### config.mk
export PLATFORM = sky130hd
export DESIGN_NAME = jpeg_frame_delimiter
export DESIGN_NICKNAME = d
export VERILOG_FILES = /design/src/hdl/jfd_pkg.sv /design/src/hdl/jpeg_frame_delimiter.sv /design/src/hdl/jfd_front.sv /design/src/hdl/jfd_cmd_fifo.sv /design/src/hdl/jfd_back.sv
export SDC_FILE = /design/constraint.sdc
export NUM_CORES = 1
export LEC_CHECK = 0
export BUFFER_PORTS_ARGS = -buffer_cell sky130_fd_sc_hd__buf_2
export CORE_ASPECT_RATIO = 0.8
export CORE_MARGIN = 2
export CORE_UTILIZATION = 44
export CTS_CLUSTER_DIAMETER = 120
export DETAILED_ROUTE_END_ITERATION = 8
export GPL_TIMING_DRIVEN = 1
export SLEW_MARGIN = 20
export SYNTH_ARGS = -nofsm -noshare
export SYNTH_HDL_FRONTEND = slang
export SYNTH_HIERARCHICAL = 1
export SYNTH_SLANG_ARGS = --single-unit
### constraint.sdc
create_clock -name i_clk -period 2.9 [get_ports i_clk]
set_input_delay 0 -clock i_clk [delete_from_list [all_inputs] [get_ports i_clk]]
set_output_delay 0 -clock i_clk [all_outputs]
set_load 0.03 [all_outputs]
### src/hdl/jfd_pkg.sv
`timescale 1ns / 1ps
// ----------------------------------------------------------------------------
// jfd_pkg
// Shared constants and types of the JPEG frame delimiter: marker bytes,
// frame length limit and the command item passed from front to back.
// ----------------------------------------------------------------------------
package jfd_pkg;

    // Marker bytes
    localparam logic [7:0] BYTE_FF = 8'hFF;
    localparam logic [7:0] BYTE_D8 = 8'hD8;
    localparam logic [7:0] BYTE_D9 = 8'hD9;

    // Frame length limit and counter width
    localparam int unsigned LEN_W = 21;
    localparam logic [LEN_W-1:0] MAX_FRAME_BYTES = 21'd1048576;

    // Command queue depth (power of two)
    localparam int unsigned CMDQ_DEPTH = 4;
    localparam int unsigned CMDQ_AW    = $clog2(CMDQ_DEPTH);

    // Command kinds from front to back
    localparam logic [1:0] CMD_START = 2'd0;  // emit FF (start) then D8
    localparam logic [1:0] CMD_DATA  = 2'd1;  // forward one frame byte
    localparam logic [1:0] CMD_END   = 2'd2;  // forward closing D9 with length
    localparam logic [1:0] CMD_ABORT = 2'd3;  // frame scrapped

    typedef struct packed {
        logic [1:0]       kind;
        logic [7:0]       data;
        logic [LEN_W-1:0] len;
    } t_cmd;

endpackage

### src/hdl/jpeg_frame_delimiter.sv
`timescale 1ns / 1ps
// ----------------------------------------------------------------------------
// jpeg_frame_delimiter
// Finds FF D8 ... FF D9 framed JPEG images in a byte stream and forwards
// the frame bytes with start, end, length and abort marks.
// ----------------------------------------------------------------------------
// Takes one stream byte per cycle while the command queue is not full. Each
// byte passes the marker matcher in the cycle it is accepted and leaves at
// most one command in a four-entry queue; the result stage behind it delivers
// one item per cycle while the output is popped, and a frame start yields two
// items (FF and D8) from one command, which the queue absorbs while the input
// keeps flowing. An item passes the command queue and then the output register
// before it appears on the output. After reset the block is ready at once.
// ----------------------------------------------------------------------------
module jpeg_frame_delimiter (
    input  logic        i_clk,
    input  logic        i_rst_n,
    input  logic        push,
    output logic        full,
    input  logic [7:0]  i_in_byte,
    input  logic        pop,
    output logic        empty,
    output logic [7:0]  o_data_byte,
    output logic        o_frame_start,
    output logic        o_frame_end,
    output logic        o_frame_abort,
    output logic [20:0] o_frame_length,
    output logic        o_run_last
);

    logic          accept;
    logic          cmd_push, cmd_pop, cmd_empty;
    jfd_pkg::t_cmd cmd_in, cmd_out;

    assign accept = push && !full;

    // Marker matcher and frame counter
    jfd_front u_front (
        .i_clk      (i_clk),
        .i_rst_n    (i_rst_n),
        .i_accept   (accept),
        .i_in_byte  (i_in_byte),
        .o_cmd_push (cmd_push),
        .o_cmd      (cmd_in)
    );

    // Command queue
    jfd_cmd_fifo u_fifo (
        .i_clk   (i_clk),
        .i_rst_n (i_rst_n),
        .i_push  (cmd_push),
        .i_cmd   (cmd_in),
        .i_pop   (cmd_pop),
        .o_cmd   (cmd_out),
        .o_full  (full),
        .o_empty (cmd_empty)
    );

    // Result generator
    jfd_back u_back (
        .i_clk          (i_clk),
        .i_rst_n        (i_rst_n),
        .i_cmd          (cmd_out),
        .i_cmd_empty    (cmd_empty),
        .o_cmd_pop      (cmd_pop),
        .pop            (pop),
        .empty          (empty),
        .o_data_byte    (o_data_byte),
        .o_frame_start  (o_frame_start),
        .o_frame_end    (o_frame_end),
        .o_frame_abort  (o_frame_abort),
        .o_frame_length (o_frame_length),
        .o_run_last     (o_run_last)
    );

endmodule

### src/hdl/jfd_front.sv
`timescale 1ns / 1ps
// ----------------------------------------------------------------------------
// jfd_front
// Marker matcher: tracks FF D8 / FF D9, counts frame bytes and turns each
// accepted input byte into at most one command for the back end.
// ----------------------------------------------------------------------------
module jfd_front (
    input  logic          i_clk,
    input  logic          i_rst_n,
    input  logic          i_accept,
    input  logic [7:0]    i_in_byte,
    output logic          o_cmd_push,
    output jfd_pkg::t_cmd o_cmd
);

    // Match phase codes
    localparam logic [1:0] PH_WAIT_FF_START = 2'd0;
    localparam logic [1:0] PH_WAIT_D8       = 2'd1;
    localparam logic [1:0] PH_WAIT_FF_END   = 2'd2;
    localparam logic [1:0] PH_WAIT_D9       = 2'd3;

    logic [1:0]                r_phase, n_phase;
    logic [jfd_pkg::LEN_W-1:0] r_count, n_count;
    logic                      room;
    logic [jfd_pkg::LEN_W-1:0] count_inc;

    assign room      = r_count < jfd_pkg::MAX_FRAME_BYTES;
    assign count_inc = r_count + 1'b1;

    // Next state and command
    always_comb begin
        n_phase      = r_phase;
        n_count      = r_count;
        o_cmd_push   = 1'b0;
        o_cmd.kind   = jfd_pkg::CMD_DATA;
        o_cmd.data   = i_in_byte;
        o_cmd.len    = '0;
        unique case (r_phase)
            PH_WAIT_FF_START: begin
                if (i_in_byte == jfd_pkg::BYTE_FF) begin
                    n_phase = PH_WAIT_D8;
                end
            end
            PH_WAIT_D8: begin
                if (i_in_byte == jfd_pkg::BYTE_D8) begin
                    n_phase    = PH_WAIT_FF_END;
                    n_count    = jfd_pkg::LEN_W'(2);
                    o_cmd_push = 1'b1;
                    o_cmd.kind = jfd_pkg::CMD_START;
                end else begin
                    n_phase = PH_WAIT_FF_START;
                end
            end
            PH_WAIT_FF_END: begin
                o_cmd_push = 1'b1;
                if (!room) begin
                    n_phase    = PH_WAIT_FF_START;
                    o_cmd.kind = jfd_pkg::CMD_ABORT;
                    o_cmd.data = '0;
                end else begin
                    if (i_in_byte == jfd_pkg::BYTE_FF) begin
                        n_phase = PH_WAIT_D9;
                    end
                    n_count = count_inc;
                end
            end
            PH_WAIT_D9: begin
                o_cmd_push = 1'b1;
                if (!room) begin
                    n_phase    = PH_WAIT_FF_START;
                    o_cmd.kind = jfd_pkg::CMD_ABORT;
                    o_cmd.data = '0;
                end else begin
                    n_count = count_inc;
                    if (i_in_byte == jfd_pkg::BYTE_D9) begin
                        n_phase    = PH_WAIT_FF_START;
                        o_cmd.kind = jfd_pkg::CMD_END;
                        o_cmd.len  = count_inc;
                    end else begin
                        n_phase = PH_WAIT_FF_END;
                    end
                end
            end
            default: begin
                n_phase = PH_WAIT_FF_START;
            end
        endcase
        if (!i_accept) begin
            n_phase    = r_phase;
            n_count    = r_count;
            o_cmd_push = 1'b0;
        end
    end

    // State registers
    always_ff @(posedge i_clk) begin
        if (!i_rst_n) begin
            r_phase <= PH_WAIT_FF_START;
            r_count <= '0;
        end else begin
            r_phase <= n_phase;
            r_count <= n_count;
        end
    end

endmodule

### src/hdl/jfd_cmd_fifo.sv
`timescale 1ns / 1ps
// ----------------------------------------------------------------------------
// jfd_cmd_fifo
// Short command queue between matcher and result generator.
// ----------------------------------------------------------------------------
module jfd_cmd_fifo (
    input  logic          i_clk,
    input  logic          i_rst_n,
    input  logic          i_push,
    input  jfd_pkg::t_cmd i_cmd,
    input  logic          i_pop,
    output jfd_pkg::t_cmd o_cmd,
    output logic          o_full,
    output logic          o_empty
);

    jfd_pkg::t_cmd               r_mem [jfd_pkg::CMDQ_DEPTH];
    logic [jfd_pkg::CMDQ_AW-1:0] r_wr_ptr;
    logic [jfd_pkg::CMDQ_AW-1:0] r_rd_ptr;
    logic [jfd_pkg::CMDQ_AW:0]   r_level;
    logic                        do_push, do_pop;

    assign o_full  = r_level == (jfd_pkg::CMDQ_AW+1)'(jfd_pkg::CMDQ_DEPTH);
    assign o_empty = r_level == '0;
    assign do_push = i_push && !o_full;
    assign do_pop  = i_pop && !o_empty;
    assign o_cmd   = r_mem[r_rd_ptr];

    // Storage
    always_ff @(posedge i_clk) begin
        if (do_push) begin
            r_mem[r_wr_ptr] <= i_cmd;
        end
    end

    // Pointers and fill level
    always_ff @(posedge i_clk) begin
        if (!i_rst_n) begin
            r_wr_ptr <= '0;
            r_rd_ptr <= '0;
            r_level  <= '0;
        end else begin
            if (do_push) begin
                r_wr_ptr <= r_wr_ptr + 1'b1;
            end
            if (do_pop) begin
                r_rd_ptr <= r_rd_ptr + 1'b1;
            end
            if (do_push && !do_pop) begin
                r_level <= r_level + 1'b1;
            end else if (do_pop && !do_push) begin
                r_level <= r_level - 1'b1;
            end
        end
    end

endmodule

### src/hdl/jfd_back.sv
`timescale 1ns / 1ps
// ----------------------------------------------------------------------------
// jfd_back
// Result generator: expands queued commands into result items and holds
// the oldest one in an output register until it is popped.
// ----------------------------------------------------------------------------
module jfd_back (
    input  logic                      i_clk,
    input  logic                      i_rst_n,
    input  jfd_pkg::t_cmd             i_cmd,
    input  logic                      i_cmd_empty,
    output logic                      o_cmd_pop,
    input  logic                      pop,
    output logic                      empty,
    output logic [7:0]                o_data_byte,
    output logic                      o_frame_start,
    output logic                      o_frame_end,
    output logic                      o_frame_abort,
    output logic [jfd_pkg::LEN_W-1:0] o_frame_length,
    output logic                      o_run_last
);

    logic                      r_valid;
    logic                      r_half;   // D8 of a frame start still owed
    logic [7:0]                r_data;
    logic                      r_start, r_end, r_abort, r_last;
    logic [jfd_pkg::LEN_W-1:0] r_len;
    logic [7:0]                n_data;
    logic                      n_start, n_end, n_abort, n_last;
    logic [jfd_pkg::LEN_W-1:0] n_len;
    logic                      load;

    assign load      = !r_valid || pop;
    assign o_cmd_pop = load && !r_half && !i_cmd_empty;

    // Control: valid flag and pending second half of a start
    always_ff @(posedge i_clk) begin
        if (!i_rst_n) begin
            r_valid <= 1'b0;
            r_half  <= 1'b0;
        end else if (load) begin
            if (r_half) begin
                r_valid <= 1'b1;
                r_half  <= 1'b0;
            end else if (!i_cmd_empty) begin
                r_valid <= 1'b1;
                r_half  <= i_cmd.kind == jfd_pkg::CMD_START;
            end else begin
                r_valid <= 1'b0;
            end
        end
    end

    // Next result payload
    always_comb begin
        n_data  = i_cmd.data;
        n_start = 1'b0;
        n_end   = 1'b0;
        n_abort = 1'b0;
        n_len   = '0;
        n_last  = 1'b1;
        if (r_half) begin
            n_data = jfd_pkg::BYTE_D8;
        end else if (!i_cmd_empty) begin
            unique case (i_cmd.kind)
                jfd_pkg::CMD_START: begin
                    n_data  = jfd_pkg::BYTE_FF;
                    n_start = 1'b1;
                    n_last  = 1'b0;
                end
                jfd_pkg::CMD_DATA: begin
                end
                jfd_pkg::CMD_END: begin
                    n_end = 1'b1;
                    n_len = i_cmd.len;
                end
                jfd_pkg::CMD_ABORT: begin
                    n_data  = '0;
                    n_abort = 1'b1;
                end
                default: begin
                end
            endcase
        end
    end

    // Result payload
    always_ff @(posedge i_clk) begin
        if (load) begin
            r_data  <= n_data;
            r_start <= n_start;
            r_end   <= n_end;
            r_abort <= n_abort;
            r_len   <= n_len;
            r_last  <= n_last;
        end
    end

    assign empty          = !r_valid;
    assign o_data_byte    = r_data;
    assign o_frame_start  = r_start;
    assign o_frame_end    = r_end;
    assign o_frame_abort  = r_abort;
    assign o_frame_length = r_len;
    assign o_run_last     = r_last;

endmodule

# After elaboration in Yosys (flattened, before gate mapping)
# Memories as Yosys holds them, arrays and structs flattened. A register that Yosys moved wholly into a read port is not among the register bits.
# Cells that the tools add are included.
# word_totals
regBits	65
ramBits	124
input_bits	12
out_inout_bits	35
word_cells	97
memories	1
# mem_list
name	depth	word_bits	rd	rd_ports_with_merged_regs	write_ports	line_no	source
u_fifo.r_mem	4	31	1	1	1	jfd_cmd_fifo.sv:17	jfd_pkg::t_cmd r_mem [jfd_pkg::CMDQ_DEPTH];
# op_classes
n_addsub	5
order_cmp	1
eq_ne	13
mux	39
bitwise	1
reduce_logical	24
# op_table
op	n
21-bit two-way mux	5
21-bit one-hot mux with 2 select lines	1
8-bit one-hot mux with 2 select lines	2
8-bit == test (second input constant)	3
21-bit by 1-bit adder with 21-bit output (second input constant)	1
21-bit < comparator (second input constant)	1
2-bit two-way mux	10
8-bit two-way mux	2
1-bit two-way mux	13
10-bit two-way mux	1
2-bit == test (second input constant)	4
2-bit one-hot mux with 4 select lines	1
1-bit logical AND	7
1-bit zero test	6
3-bit two-way mux	2
2-bit by 1-bit != test with 1-bit output (second input constant)	3
2-bit one-hot mux with 3 select lines	1
2-bit by 1-bit adder with 2-bit output (second input constant)	2
2-bit zero test	2
4-bit AND reduction	1
2-bit nonzero test	2
2-bit OR reduction	2
3-bit by 1-bit adder with 3-bit output (second input constant)	1
3-bit == test (second input constant)	1
other kinds (9)	9

# Logic depth before layout (Yosys ltp)
# depth
depth_word	9
ltp_mapped	12
depth_no_buf	11

# Cells and area by module
# The synthesis kept the hierarchy.
# modules_own_cells
mod	n_inst	cells_each	area_each_um2	seq_area_each_um2
jfd_cmd_fifo	1	209	4959.8	3903.7
jfd_front	1	258	1836.8	460.4
jfd_back	1	97	1440.1	1031.0
jpeg_frame_delimiter	1	1	13.8	0.0

# Worst setup path after synthesis
# Ideal clock, no wire load.
# synth_timing
kind	reg2reg
start	reg u_front.r_phase[0]
end	reg u_fifo/r_level[2] (netlist bit)
setup_time_ps	76
arrival_ps	2665
t_required_ps	2824
slack_ps	159
path_stages_with_launch	13
n_path_buf	1
synth_period_minus_slack_ps	2741
cell_sequence	dfxtp_1 -> nor4b_1 -> and2_1 -> nor2b_1 -> o21a_1 -> nor2b_1 -> buf_6 -> ha_1 -> inv_1 -> fa_1 -> xor2_1 -> or3_1 -> a21boi_0
# synth_via
elab_chain_len	8
elab_cells_between_ends	12
classes_between	eq/ne (3); mux (3); reduce/logical (6)
# synth_rtl
item	line_no	source
start: declaration	jfd_front.sv:22	logic [1:0] r_phase, n_phase;
start signal: assignment	jfd_front.sv:101	r_phase <= n_phase;
2-bit == test	jfd_front.sv:38	unique case (r_phase)
2-bit OR reduction (no line)	--	
1-bit one-hot mux with 2 select lines (*)	jfd_front.sv:38	
1-bit two-way mux (*)	jfd_front.sv:88	if (!i_accept) begin
via cmd_push	jpeg_frame_delimiter.sv:32	logic cmd_push, cmd_pop, cmd_empty;
1-bit logical AND (*)	jfd_cmd_fifo.sv:25	assign do_push = i_push && !o_full;
via u_fifo.do_push	jfd_cmd_fifo.sv:21	logic do_push, do_pop;
1-bit zero test	jfd_cmd_fifo.sv:51	end else if (do_pop && !do_push) begin
1-bit logical AND	jfd_cmd_fifo.sv:51	
2-bit nonzero test (no line)	--	
end signal: assignment	jfd_cmd_fifo.sv:50	r_level <= r_level + 1'b1;
end signal: assignment	jfd_cmd_fifo.sv:52	r_level <= r_level - 1'b1;
end: declaration	jfd_cmd_fifo.sv:20	logic [jfd_pkg::CMDQ_AW:0] r_level;
# The timed path passes the listed nets; every way through them passes the cells marked *.
# A chain may end at the register's enable or synchronous reset.

# Worst setup path after layout
# layout_timing
start	reg u_front.r_phase[0]
end	reg u_fifo/r_level[2] (netlist bit)
# layout_via
elab_chain_len	8
elab_cells_between_ends	12
classes_between	eq/ne (3); mux (3); reduce/logical (6)
# layout_rtl
item	line_no
2-bit == test	jfd_front.sv:38
2-bit OR reduction (no line)	--
1-bit one-hot mux with 2 select lines (*)	jfd_front.sv:38
1-bit two-way mux (*)	jfd_front.sv:88
via cmd_push	jpeg_frame_delimiter.sv:32
1-bit logical AND (*)	jfd_cmd_fifo.sv:25
1-bit zero test	jfd_cmd_fifo.sv:51
1-bit logical AND	jfd_cmd_fifo.sv:51
2-bit nonzero test (no line)	--
# Marks and branches as above.

==> out/metrics.yaml <==
outcome: "completed"
path_class: "reg2reg"
tritoncts: "done"
r2r_slack_ps: 250
grt_pass1_wl_um: 26000
dp_hpwl_um: 10100
critical-path-top-delay-family: "simple AND/OR/NAND/NOR gates"
hold_class: "in2reg"
grt_use_total_pct: 17.4
p_clk_share_pct: 43.2
drive_gt1_share_pct: 22.3
netlist_area_um2: 8250
final.setup.tns_ps: 0
drtAntennaViolNets: 0
power_density_nw_per_um2: 555
fillers: 1554
arrival_ps: 3000
hold_viol: 0
antenna_cells: 0
p_sw_share_pct: 20.9
combPwrFrac_pct: 1.1
drc_errors: 0
syn2layout_area_growth_pct: 15.0
r2r-end: "u_fifo/r_level[2]"
yosysWarnings: 6
synthFlopType: "edfxtp_1"
cp-startpoint: "u_front/r_phase[0]"
cp_slowest_stage_delay_ps: 380
rsz0062_at_grt: "no"
final_common_cell: "edfxtp_1"
crit_fanout: 5
synthCells: 565
drt_iter0_markers: 433
vias_per_cell: 5.47
core_area_um2: 18300
rr_worst_depth: 11
synthArstFlopShare_pct: 0
crit_required_ps: 3250
clock_path_buffers: 2
synth_edf_count: 157
cts_num_sinks: 191
dpl_cell_area_um2: 8820
cts-buffers-inserted: 17
cp-endpoint: "u_fifo/r_level[2]"
path_cells: "nor4b_2 -> and2_4 -> nor2b_1 -> o21a_1 -> nor2b_1 -> ha_1 -> inv_1 -> fa_1 -> xor2_1 -> or3_1 -> a21boi_0"
antenna_found_initial: 0
tightest_slew_ps: 633
io_buffers: 46
grt_pass1_vias: 4856
relSlewSlack_pct: 57.5
dieArea_um2: 19900
synth_area_leaders: "edfxtp_1 (57%), mux4_2 (8.5%), dfxtp_1 (8.2%)"
ys_types: 60
startpoint_type: "flop"
row_count: 44
routedWlPerCell_um: 18.2
final_nets: 646
clk_pin_slew_ps: 70
layout_common_cells: "edfxtp_1 (157), buf_2 (46), and2_1 (40)"
place.gp.congestion: 0.858
fin_area_um2: 9490
crit_top_cell: "nor2b_1"
path_depth: 11
synth_largest_area_cell: "edfxtp_1"
clockRootBuffer: "clkbuf_16"
p_sw_uw: 1100
avgSynthCellArea_um2: 14.6
intPower_uw: 4160
synth-seq-cells: 191
routed_wl_um: 16200
cap_violations: 0
worstSetupEndpointType: "flop"
leakagePower_uw: 0.00315
r2r-start: "u_front/r_phase[0]"
slew_violations: 0
htree_levels: 4
start_util_pct: 45.1
fin_crit_ps: 2650
die_w_um: 157
via_count: 4865
finalCritPeriodShare_pct: 91.3
insertion_delay_ps: 430
cts_setup_buffers: 0
drt_first_pass_iters: 4
syn-num-nets: 587
ys_seq_area_share_pct: 65.4
die_y_um: 126
setup_violations: 0
crit_buf_inv: 1
hp-start: "i_in_byte[2]"
grt_remaining_overflow: 0
worst_path_max_delay_cell: "dfxtp_1"
fmax_ghz: 0.378
fin_skew_ps: 11.4
synth.top_cell.area_share_pct: 57.1
power_frac_seq_pct: 55.6
peakVddDrop_uv: 313
grt_max_degree: 35
io_pins: 47
-- final cells by class --
type	count	area (um2)	area share, %
sequential	191	5400	56.9
clock inverter	15	148	1.56
clock buffer	17	425	4.48
timing repair buffer	76	528	5.56
inverter	12	45.0	0.475
tap	253	317	3.34
multi-input combinational	326	2630	27.7
-- repair_timing --
action	CTS	global route
gates resized for setup	0	2
endpoints found under the setup margin	0	1
endpoints found under the hold margin	28	0
hold buffers	9	0
-- Yosys cell counts (all sizes together) (5+ instances only) --
| master | number |
|---|---|
| nor3 | 11 |
| a21oi | 18 |
| a21boi | 5 |
| xnor2 | 13 |
| nor4 | 7 |
| edfxtp | 157 |
| or4 | 7 |
| nor2b | 5 |
| a31oi | 5 |
| mux4 | 31 |
| nor2 | 26 |
| ha | 9 |
| inv | 12 |
| dfxtp | 34 |
| o21ai | 19 |
| clkbuf | 20 |
| nand2 | 29 |
| buf | 16 |
| nand4 | 6 |
| nand3b | 6 |
| o21a | 5 |
| or3 | 9 |
| nand3 | 21 |
| and2 | 41 |
-- stage by stage --
stage | power (uW) | hold slack [ps] | instances | util, % | setup WS [ps]
4_1_cts | 5310 | 3.41 | 890 | 51.9 | 115
6_report | 5270 | 14.2 | 890 | 51.9 | 254
3_3_place_gp | 3040 | 379 | 849 | 48.2 | 290
2_1_floorplan | 3020 | 128 | 565 | - | 159
3_5_place_dp | 3040 | 383 | 849 | 48.2 | 153
5_1_grt | 5430 | 26.2 | 890 | 51.9 | 50.3
-- cells by family (layout without fill, tap and decap cells) --
group | after synthesis | count (layout) | synth area share [%]
flip-flops | 191 | 191 | 65.4
buffers and inverters | 48 | 120 | 2.82
AND/OR/NAND/NOR | 187 | 187 | 13.1
adder cells (fa/ha/maj) | 10 | 10 | 1.61
AO/OA/AOI/OAI | 78 | 78 | 6.43
multiplexers | 35 | 35 | 8.95
XOR/XNOR | 16 | 16 | 1.70
-- sequential cells by signal, summed over array words and instances (netlist names), named ones only --
| register | count |
|---|---|
| u_fifo/r_mem | 124 |
| u_front/r_count | 21 |
| u_back/o_frame_start | 1 |
| u_front/r_phase | 2 |
| u_fifo/r_wr_ptr | 2 |
| u_back/r_valid | 1 |
| u_back/r_half | 1 |
| u_fifo/r_rd_ptr | 2 |
| u_back/o_run_last | 1 |
| u_back/o_frame_abort | 1 |
| u_back/o_frame_end | 1 |
| u_fifo/r_level | 3 |
| u_back/o_frame_length | 21 |
| u_back/o_data_byte | 8 |
-- worst min path at each step --
stage / end / slack, ps / depth (start not counted)
final: u_fifo/r_mem[0][23] / 10 / 2
after global routing: u_fifo/r_mem[2][23] / 30 / 2
after CTS: u_fifo/r_mem[2][23] / 3 / 2
after detailed placement: u_back/r_half / 380 / 3
after global placement: u_back/r_half / 380 / 3
after floorplan: u_back/r_valid / 130 / 1
-- metal layers --
metal	vias up	part of all wire, %	wire (um)	GRT usage, %
li1	2301	-	-	-
met2	116	46	7510	26.7
met4	0	1.3	214	5.40
met1	2435	47	7650	24.9
met3	13	5.1	819	4.03
met5	-	0	0	0
-- power groups by stage --
stage          Combinational (uW)  Clock [uW]  Sequential [uW]
2_1_floorplan                22.3           0             3000
3_3_place_gp                 47.0           0             2990
3_5_place_dp                 48.7           0             2990
4_1_cts                      58.1        2320             2930
5_1_grt                      64.6        2430             2930
6_report                     59.1        2280             2930
(Power assumes the default switching activity.)
